==> src/ihf_pkg.sv <==
// Shared types and constants for the IPv4 receive header filter.
package ihf_pkg;

  localparam logic [15:0] HdrBytes   = 16'd20;
  localparam logic [15:0] CountMax   = 16'hFFFF;
  localparam logic [3:0]  IpVersion4 = 4'd4;
  localparam logic [3:0]  IhlNoOpts  = 4'd5;
  localparam logic [15:0] SumGood    = 16'hFFFF;

  // header byte offsets
  localparam logic [4:0] OffVerIhl = 5'd0;
  localparam logic [4:0] OffLenHi  = 5'd2;
  localparam logic [4:0] OffLenLo  = 5'd3;
  localparam logic [4:0] OffProto  = 5'd9;
  localparam logic [4:0] OffSrc0   = 5'd12;
  localparam logic [4:0] OffSrc3   = 5'd15;
  localparam logic [4:0] OffDst0   = 5'd16;
  localparam logic [4:0] OffDst3   = 5'd19;

  localparam logic [7:0] ProtoIcmp = 8'd1;
  localparam logic [7:0] ProtoTcp  = 8'd6;
  localparam logic [7:0] ProtoUdp  = 8'd17;

  localparam logic [2:0] StatusAccepted = 3'd0;
  localparam logic [2:0] StatusShort    = 3'd1;
  localparam logic [2:0] StatusVersion  = 3'd2;
  localparam logic [2:0] StatusChecksum = 3'd3;
  localparam logic [2:0] StatusNotOurs  = 3'd4;
  localparam logic [2:0] StatusLength   = 3'd5;

  localparam logic [1:0] ClassIcmp  = 2'd0;
  localparam logic [1:0] ClassUdp   = 2'd1;
  localparam logic [1:0] ClassTcp   = 2'd2;
  localparam logic [1:0] ClassOther = 2'd3;

  // APB register index
  localparam logic RegLocalAddress = 1'b0;

  typedef struct packed {
    logic [7:0] data_byte;
    logic       last_byte;
  } in_beat_t;

  typedef struct packed {
    logic [2:0]  status;
    logic [1:0]  protocol_class;
    logic [7:0]  protocol_number;
    logic [31:0] source_address;
    logic [15:0] payload_length;
  } out_beat_t;

  // per-frame summary handed from front to back
  typedef struct packed {
    logic [15:0] received;
    logic [19:0] header_sum;
    logic [7:0]  ver_ihl;
    logic [15:0] tot_len;
    logic [7:0]  protocol;
    logic [31:0] source;
    logic [31:0] destination;
  } frame_t;

endpackage

==> src/ihf_front.sv <==
// Front end: byte counting, header capture and checksum accumulation.
module ihf_front (
  input  logic              clk_i,
  input  logic              rst_ni,
  input  logic              beat_valid_i,
  input  logic              beat_accept_i,
  input  ihf_pkg::in_beat_t beat_i,
  output logic              push_o,
  output ihf_pkg::frame_t   frame_o
);

  logic [15:0] count_q, count_d;
  logic [19:0] sum_q, sum_d;
  logic [7:0]  hold_q, hold_d;
  logic [7:0]  ver_q, ver_d;
  logic [15:0] len_q, len_d;
  logic [7:0]  proto_q, proto_d;
  logic [31:0] src_q, src_d;
  logic [31:0] dst_q, dst_d;
  logic        in_hdr;
  logic [4:0]  pos;
  logic [7:0]  b;

  assign in_hdr = (count_q < ihf_pkg::HdrBytes);
  assign pos    = count_q[4:0];
  assign b      = beat_i.data_byte;

  always_comb begin
    count_d = (count_q != ihf_pkg::CountMax) ? count_q + 16'd1 : count_q;
    sum_d   = sum_q;
    hold_d  = hold_q;
    ver_d   = ver_q;
    len_d   = len_q;
    proto_d = proto_q;
    src_d   = src_q;
    dst_d   = dst_q;
    if (in_hdr) begin
      if (!pos[0]) begin
        hold_d = b;
      end else begin
        sum_d = sum_q + {4'd0, hold_q, b};
      end
      if (pos == ihf_pkg::OffVerIhl) begin
        ver_d = b;
      end else if (pos == ihf_pkg::OffLenHi || pos == ihf_pkg::OffLenLo) begin
        len_d = {len_q[7:0], b};
      end else if (pos == ihf_pkg::OffProto) begin
        proto_d = b;
      end else if (pos >= ihf_pkg::OffSrc0 && pos <= ihf_pkg::OffSrc3) begin
        src_d = {src_q[23:0], b};
      end else if (pos >= ihf_pkg::OffDst0 && pos <= ihf_pkg::OffDst3) begin
        dst_d = {dst_q[23:0], b};
      end
    end
  end

  assign push_o = beat_valid_i && beat_accept_i && beat_i.last_byte;

  always_comb begin
    frame_o.received     = count_d;
    frame_o.header_sum   = sum_d;
    frame_o.ver_ihl      = ver_d;
    frame_o.tot_len      = len_d;
    frame_o.protocol     = proto_d;
    frame_o.source       = src_d;
    frame_o.destination  = dst_d;
  end

  always_ff @(posedge clk_i or negedge rst_ni) begin
    if (!rst_ni) begin
      count_q <= '0;
      sum_q   <= '0;
      hold_q  <= '0;
      ver_q   <= '0;
      len_q   <= '0;
      proto_q <= '0;
      src_q   <= '0;
      dst_q   <= '0;
    end else if (beat_valid_i && beat_accept_i) begin
      if (beat_i.last_byte) begin
        // verdict taken: start the next frame clean
        count_q <= '0;
        sum_q   <= '0;
        hold_q  <= '0;
        ver_q   <= '0;
        len_q   <= '0;
        proto_q <= '0;
        src_q   <= '0;
        dst_q   <= '0;
      end else begin
        count_q <= count_d;
        sum_q   <= sum_d;
        hold_q  <= hold_d;
        ver_q   <= ver_d;
        len_q   <= len_d;
        proto_q <= proto_d;
        src_q   <= src_d;
        dst_q   <= dst_d;
      end
    end
  end

endmodule

==> src/ihf_queue.sv <==
// Short FIFO of frame summaries between front and back.
module ihf_queue #(
  parameter int Depth = 2
) (
  input  logic            clk_i,
  input  logic            rst_ni,
  input  logic            push_i,
  input  ihf_pkg::frame_t push_data_i,
  input  logic            pop_i,
  output logic            full_o,
  output logic            empty_o,
  output ihf_pkg::frame_t head_o
);

  localparam int PtrW = (Depth > 1) ? $clog2(Depth) : 1;
  localparam int CntW = $clog2(Depth + 1);
  localparam logic [PtrW-1:0] LastPtr = PtrW'(Depth - 1);
  localparam logic [CntW-1:0] FullCnt = CntW'(Depth);

  ihf_pkg::frame_t mem_q [Depth];
  logic [PtrW-1:0] wr_q, rd_q;
  logic [CntW-1:0] cnt_q;
  logic            do_push, do_pop;

  assign full_o  = (cnt_q == FullCnt);
  assign empty_o = (cnt_q == '0);
  assign head_o  = mem_q[rd_q];
  assign do_push = push_i && !full_o;
  assign do_pop  = pop_i && !empty_o;

  always_ff @(posedge clk_i or negedge rst_ni) begin
    if (!rst_ni) begin
      wr_q  <= '0;
      rd_q  <= '0;
      cnt_q <= '0;
    end else begin
      if (do_push) begin
        wr_q <= (wr_q == LastPtr) ? '0 : wr_q + PtrW'(1);
      end
      if (do_pop) begin
        rd_q <= (rd_q == LastPtr) ? '0 : rd_q + PtrW'(1);
      end
      if (do_push && !do_pop) begin
        cnt_q <= cnt_q + CntW'(1);
      end else if (do_pop && !do_push) begin
        cnt_q <= cnt_q - CntW'(1);
      end
    end
  end

  always_ff @(posedge clk_i) begin
    if (do_push) begin
      mem_q[wr_q] <= push_data_i;
    end
  end

endmodule

==> src/ihf_back.sv <==
// Back end: verdict evaluation and registered result beat.
module ihf_back (
  input  logic               clk_i,
  input  logic               rst_ni,
  input  logic               head_valid_i,
  input  ihf_pkg::frame_t    head_i,
  input  logic [31:0]        local_address_i,
  output logic               pop_o,
  output logic               out_valid_o,
  input  logic               out_stall_i,
  output ihf_pkg::out_beat_t out_o
);

  logic               out_valid_q;
  ihf_pkg::out_beat_t out_q, out_d;
  logic [16:0]        fold1;
  logic [15:0]        fold2;

  // end-around carry fold: two steps suffice for a 20-bit sum
  assign fold1 = {1'b0, head_i.header_sum[15:0]} + {13'd0, head_i.header_sum[19:16]};
  assign fold2 = fold1[15:0] + {15'd0, fold1[16]};

  always_comb begin
    out_d = '0;
    if (head_i.received < ihf_pkg::HdrBytes) begin
      out_d.status = ihf_pkg::StatusShort;
    end else if (head_i.ver_ihl[7:4] != ihf_pkg::IpVersion4 ||
                 head_i.ver_ihl[3:0] != ihf_pkg::IhlNoOpts) begin
      out_d.status = ihf_pkg::StatusVersion;
    end else if (fold2 != ihf_pkg::SumGood) begin
      out_d.status = ihf_pkg::StatusChecksum;
    end else if (head_i.destination != local_address_i) begin
      out_d.status = ihf_pkg::StatusNotOurs;
    end else if (head_i.tot_len < ihf_pkg::HdrBytes ||
                 head_i.tot_len > head_i.received) begin
      out_d.status = ihf_pkg::StatusLength;
    end else begin
      out_d.status          = ihf_pkg::StatusAccepted;
      out_d.protocol_number = head_i.protocol;
      out_d.source_address  = head_i.source;
      out_d.payload_length  = head_i.tot_len - ihf_pkg::HdrBytes;
      case (head_i.protocol)
        ihf_pkg::ProtoIcmp: out_d.protocol_class = ihf_pkg::ClassIcmp;
        ihf_pkg::ProtoUdp:  out_d.protocol_class = ihf_pkg::ClassUdp;
        ihf_pkg::ProtoTcp:  out_d.protocol_class = ihf_pkg::ClassTcp;
        default:            out_d.protocol_class = ihf_pkg::ClassOther;
      endcase
    end
  end

  assign pop_o       = head_valid_i && (!out_valid_q || !out_stall_i);
  assign out_valid_o = out_valid_q;
  assign out_o       = out_q;

  always_ff @(posedge clk_i or negedge rst_ni) begin
    if (!rst_ni) begin
      out_valid_q <= 1'b0;
    end else if (pop_o) begin
      out_valid_q <= 1'b1;
    end else if (!out_stall_i) begin
      out_valid_q <= 1'b0;
    end
  end

  always_ff @(posedge clk_i) begin
    if (pop_o) begin
      out_q <= out_d;
    end
  end

endmodule

==> src/ipv4_receive_header_filter.sv <==
// Top level: IPv4 receive header filter, one frame byte per input beat.
// Input: one byte per cycle, stalled only while the frame summary FIFO is full.
// Verdict path: the last byte's summary is written into the FIFO, then
//   evaluated in the registered verdict stage.
// Throughput: 1 byte per cycle while out_stall_i is low, even with one-byte frames.
// Reset (async, active low): byte count, header capture and FIFO cleared; local_address = 0.
module ipv4_receive_header_filter #(
  parameter int QueueDepth = 2
) (
  input  logic               clk_i,
  input  logic               rst_ni,
  // byte input channel
  input  logic               in_valid_i,
  output logic               in_stall_o,
  input  ihf_pkg::in_beat_t  in_i,
  // verdict output channel
  output logic               out_valid_o,
  input  logic               out_stall_i,
  output ihf_pkg::out_beat_t out_o,
  // APB configuration port
  input  logic               psel,
  input  logic               penable,
  input  logic               pwrite,
  input  logic [2:0]         paddr,
  input  logic [31:0]        pwdata,
  output logic [31:0]        prdata,
  output logic               pready
);

  logic [31:0]     local_addr_q;
  logic            q_full, q_empty, q_pop, q_push;
  ihf_pkg::frame_t front_frame, head_frame;

  // Single register: local_address at byte address 0. paddr[2] is the
  // register index; writes to the unused slot are dropped.
  assign pready = 1'b1;
  assign prdata = (paddr[2] == ihf_pkg::RegLocalAddress) ? local_addr_q : 32'd0;

  always_ff @(posedge clk_i or negedge rst_ni) begin
    if (!rst_ni) begin
      local_addr_q <= '0;
    end else if (psel && penable && pwrite && pready &&
                 paddr[2] == ihf_pkg::RegLocalAddress) begin
      local_addr_q <= pwdata;
    end
  end

  // Input stalls only on FIFO full; the back drains one summary per cycle while not stalled.
  assign in_stall_o = q_full;

  ihf_front u_front (
    .clk_i         (clk_i),
    .rst_ni        (rst_ni),
    .beat_valid_i  (in_valid_i),
    .beat_accept_i (!q_full),
    .beat_i        (in_i),
    .push_o        (q_push),
    .frame_o       (front_frame)
  );

  ihf_queue #(
    .Depth (QueueDepth)
  ) u_queue (
    .clk_i       (clk_i),
    .rst_ni      (rst_ni),
    .push_i      (q_push),
    .push_data_i (front_frame),
    .pop_i       (q_pop),
    .full_o      (q_full),
    .empty_o     (q_empty),
    .head_o      (head_frame)
  );

  ihf_back u_back (
    .clk_i           (clk_i),
    .rst_ni          (rst_ni),
    .head_valid_i    (!q_empty),
    .head_i          (head_frame),
    .local_address_i (local_addr_q),
    .pop_o           (q_pop),
    .out_valid_o     (out_valid_o),
    .out_stall_i     (out_stall_i),
    .out_o           (out_o)
  );

endmodule

==> config.mk <==
export PLATFORM = sky130hd
export DESIGN_NAME = ipv4_receive_header_filter
export DESIGN_NICKNAME = d
export VERILOG_FILES = /design/src/ihf_pkg.sv /design/src/ihf_front.sv /design/src/ihf_queue.sv /design/src/ihf_back.sv /design/src/ipv4_receive_header_filter.sv
export SDC_FILE = /design/constraint.sdc
export NUM_CORES = 1
export LEC_CHECK = 0
export BUFFER_PORTS_ARGS = -buffer_cell sky130_fd_sc_hd__buf_2
export CORE_MARGIN = 2
export CORE_UTILIZATION = 62
export DETAILED_ROUTE_END_ITERATION = 10
export PLACE_DENSITY = 0.78
export SLEW_MARGIN = 10
export SYNTH_ARGS = -nofsm -noshare
export SYNTH_HDL_FRONTEND = slang
export SYNTH_SLANG_ARGS = --single-unit
==> constraint.sdc <==
create_clock -name clk_i -period 12.8 [get_ports clk_i]
set_input_delay 2.56 -clock clk_i [delete_from_list [all_inputs] [get_ports clk_i]]
set_output_delay 2.56 -clock clk_i [all_outputs]
set_load 0.005 [all_outputs]
==> impl_metrics.py <==
metrics = {
    "outcome": {
        "status": "completed",
    },
    "cts": {
        "htree_levels": 2,
        "path_clk_slew_ns": 0.06,
        "hold_buffers": 0,
        "clkSinkCount": 502,
        "post_cts_buffers": 0,
        "clockBufferDepth": 3,
        "ctsResizeCount": 0,
        "clkLatencyLatePin_ns": 0.59,
        "cts_buffers": 49,
        "root_buffer": "clkbuf_16",
        "cts_tree": "built",
    },
    "cells_and_area": {
        "postLayoutCellArea_mm2": 0.0262,
        "drive_above_1_share_pct": 23.8,
        "area_growth_pct": 11.2,
        "finish.utilization_pct": 69.8,
        "layout_common_cells": "325 x edfxtp_1, 176 x dfrtp_1, 146 x mux2_2, 142 x buf_2, 121 x nand2_1",
        "fill_cells": 2615,
        "num_antenna_cells": 0,
        "final_nets": 1939,
        "layout_commonest_cell": "edfxtp_1",
        "fin_cells": 2392,
    },
    "yosys": {
        "yosysSeqAreaShare_pct": 60.3,
        "synth_area_mm2": 0.0235,
        "synthCells": 1721,
        "postSynth.asyncResetShare_pct": 35.3,
        "yosys_warnings": 0,
        "synth-seq-cells": 502,
        "ys.flop_type": "edfxtp_1",
        "avgSynthCellArea_um2": 13.7,
        "netlist-cell-type-count": 67,
        "syn_nets": 1819,
        "synth_edf_count": 325,
    },
    "timing": {
        "worst_slew_pin_slew_ns": 1.11,
        "setup_violations": 0,
        "clock.fmax_ghz": 0.171,
        "rsz0062_at_grt": "no",
        "drv_slew": 0,
        "hold_violations": 0,
        "finalSetupTns_ns": 0,
        "relSlewSlack_pct": 26.0,
        "fin_skew_ns": 0.0199,
        "fin_crit_ns": 5.85,
        "finalWorstSetupSlack_ns": 6.95,
        "hold-worst-slack_ns": 0.502,
        "fin_crit_sh_pct": 45.7,
    },
    "setup_path": {
        "r2r_slack_ns": 7.14,
        "setup.worst_path.end": "prdata[29]",
        "rr_worst_depth": 17,
        "critical_path_class": "primary input to output pin",
        "worstPathArrival_ns": 3.29,
        "crit_start": "paddr[2]",
        "cp_max_fo": 33,
        "required_ns": 10.24,
        "r2r_start": "u_queue.rd_q",
        "cp-end-kind": "output pin",
        "start_kind": "primary input",
        "r2r_end": "u_back.out_o[46]",
    },
    "global_routing": {
        "grt_use_total_pct": 25.5,
        "grt_pass1_wl_um": 78100,
        "grt_start_max_net_pins": 73,
        "overflow": 0,
        "antenna_found_initial": 0,
        "grtUsageMet1_pct": 34.1,
        "use_met2_pct": 43.4,
        "grt_busiest_layer": "met2",
        "global_route.usage.met3_pct": 3.85,
        "grt_pass1_vias": 14500,
    },
    "route": {
        "ant_nets": 0,
        "drt_iter0_drc": 1092,
        "drt-total-wl_um": 49000,
        "vias": 14600,
        "wl_per_cell_um": 20.5,
        "avgViaCountPerCell": 6.11,
        "drtPass1Iterations": 5,
        "remaining_drc_errors": 0,
    },
    "floorplanning": {
        "start_util_pct": 62.8,
        "rows": 71,
        "die_w_um": 199,
        "fp.dieH_um": 199,
        "io_pins": 147,
        "dieArea_mm2": 0.0395,
        "core_area_mm2": 0.0375,
    },
    "hold_path": {
        "hold_class": "register to register",
    },
    "placed_design": {
        "io_buffers": 143,
        "dpl.cell_count": 2301,
        "pre_cts_ws_ns": 6.93,
        "dpl_cell_area_mm2": 0.0247,
        "dp_hpwl_um": 30900,
        "globalplace.congestion": 0.868,
    },
    "power": {
        "max-vdd-ir-drop_mv": 0.118,
        "power.leakage_nw": 10.4,
        "power_density_mw_per_mm2": 202,
        "fin_total_pwr_mw": 5.30,
    },
    "run": {
        "maxCapViolCount": 0,
    },
}
## where the power goes
| part | internal (mW) | total, mW | leakage, nW | switching [mW] |
|---|---|---|---|---|
| sequential | 2.11 | 2.30 | 5.41 | 0.185 |
| clock | 0.773 | 1.37 | 0.735 | 0.596 |
| combinational | 0.652 | 1.63 | 4.23 | 0.978 |
## state kept, by name, indices dropped and copies added, names as in the netlist
signal              flops
u_queue.mem_q         264
u_back.out_o           61
local_addr_q           32
u_front.dst_q          32
u_front.src_q          32
u_front.sum_q          20
u_front.count_q        16
u_front.len_q          16
u_front.hold_q          8
u_front.proto_q         8
u_front.ver_q           8
u_queue.cnt_q           2
u_back.out_valid_o      1
u_queue.rd_q            1
u_queue.wr_q            1
## synthesized netlist by cell type, types with 18 or more instances
cell | number | area, µm²
a22o_1 | 92 | 806
clkbuf_1 | 65 | 244
nor2b_1 | 39 | 244
xnor2_1 | 59 | 517
mux2i_1 | 108 | 1080
nor2_1 | 60 | 225
nand4_1 | 19 | 119
xor2_1 | 27 | 236
nor4b_2 | 43 | 646
a22oi_1 | 37 | 278
o21ai_0 | 63 | 315
edfxtp_1 | 325 | 9760
ha_1 | 45 | 563
nand3_1 | 23 | 115
a21o_1 | 18 | 135
inv_1 | 22 | 82.6
mux2_2 | 146 | 1640
dfrtp_1 | 177 | 4430
nand2_1 | 122 | 458
a21oi_1 | 38 | 190
nor3_1 | 29 | 145
## area by class of cell
| cell class | count | area (µm²) | share of cell area, % |
|---|---|---|---|
| clock inverters | 23 | 180 | 0.688 |
| well taps | 511 | 639 | 2.44 |
| flip-flops and latches | 502 | 14200 | 54.2 |
| multi-input cells | 1101 | 8860 | 33.9 |
| clock buffers | 68 | 1340 | 5.11 |
| repair buffers | 165 | 887 | 3.39 |
| inverters | 22 | 82.6 | 0.315 |
## how the worst min path moves through the flow
stage,cells after the start,to,startpoint,slack [ns]
2_1_floorplan,1,u_queue.wr_q,u_queue.wr_q,0.46
3_3_place_gp,2,u_back.out_valid_o,u_back.out_valid_o,0.46
3_5_place_dp,1,u_front.src_q[27],u_front.src_q[27],0.49
4_1_cts,1,u_front.src_q[29],u_front.src_q[29],0.51
5_1_grt,1,u_front.src_q[29],u_front.src_q[29],0.52
6_report,1,u_front.src_q[27],u_front.src_q[27],0.50
## kinds of logic after synthesis
kind of cell,Yosys count,synth area share (%)
simple gates,401,10.4
other cells,1,0.0159
compound gates,311,9.54
flops,502,60.3
xor+xnor,87,3.30
buf+inv,118,2.30
mux,254,11.6
fa+ha+maj,47,2.56
## critical path, stage by stage
cell and delay, ns:
buf_2 0.44, nor2b_1 0.12, buf_2 0.15
## metal layers
layer / share of wire [%] / vias to the layer above
li1: - / 6800
met1: 42 / 7296
met2: 50 / 429
met3: 5.1 / 84
met4: 2.6 / 0
met5: 0 / -
No activity file was read; power rests on OpenSTA's default activity.
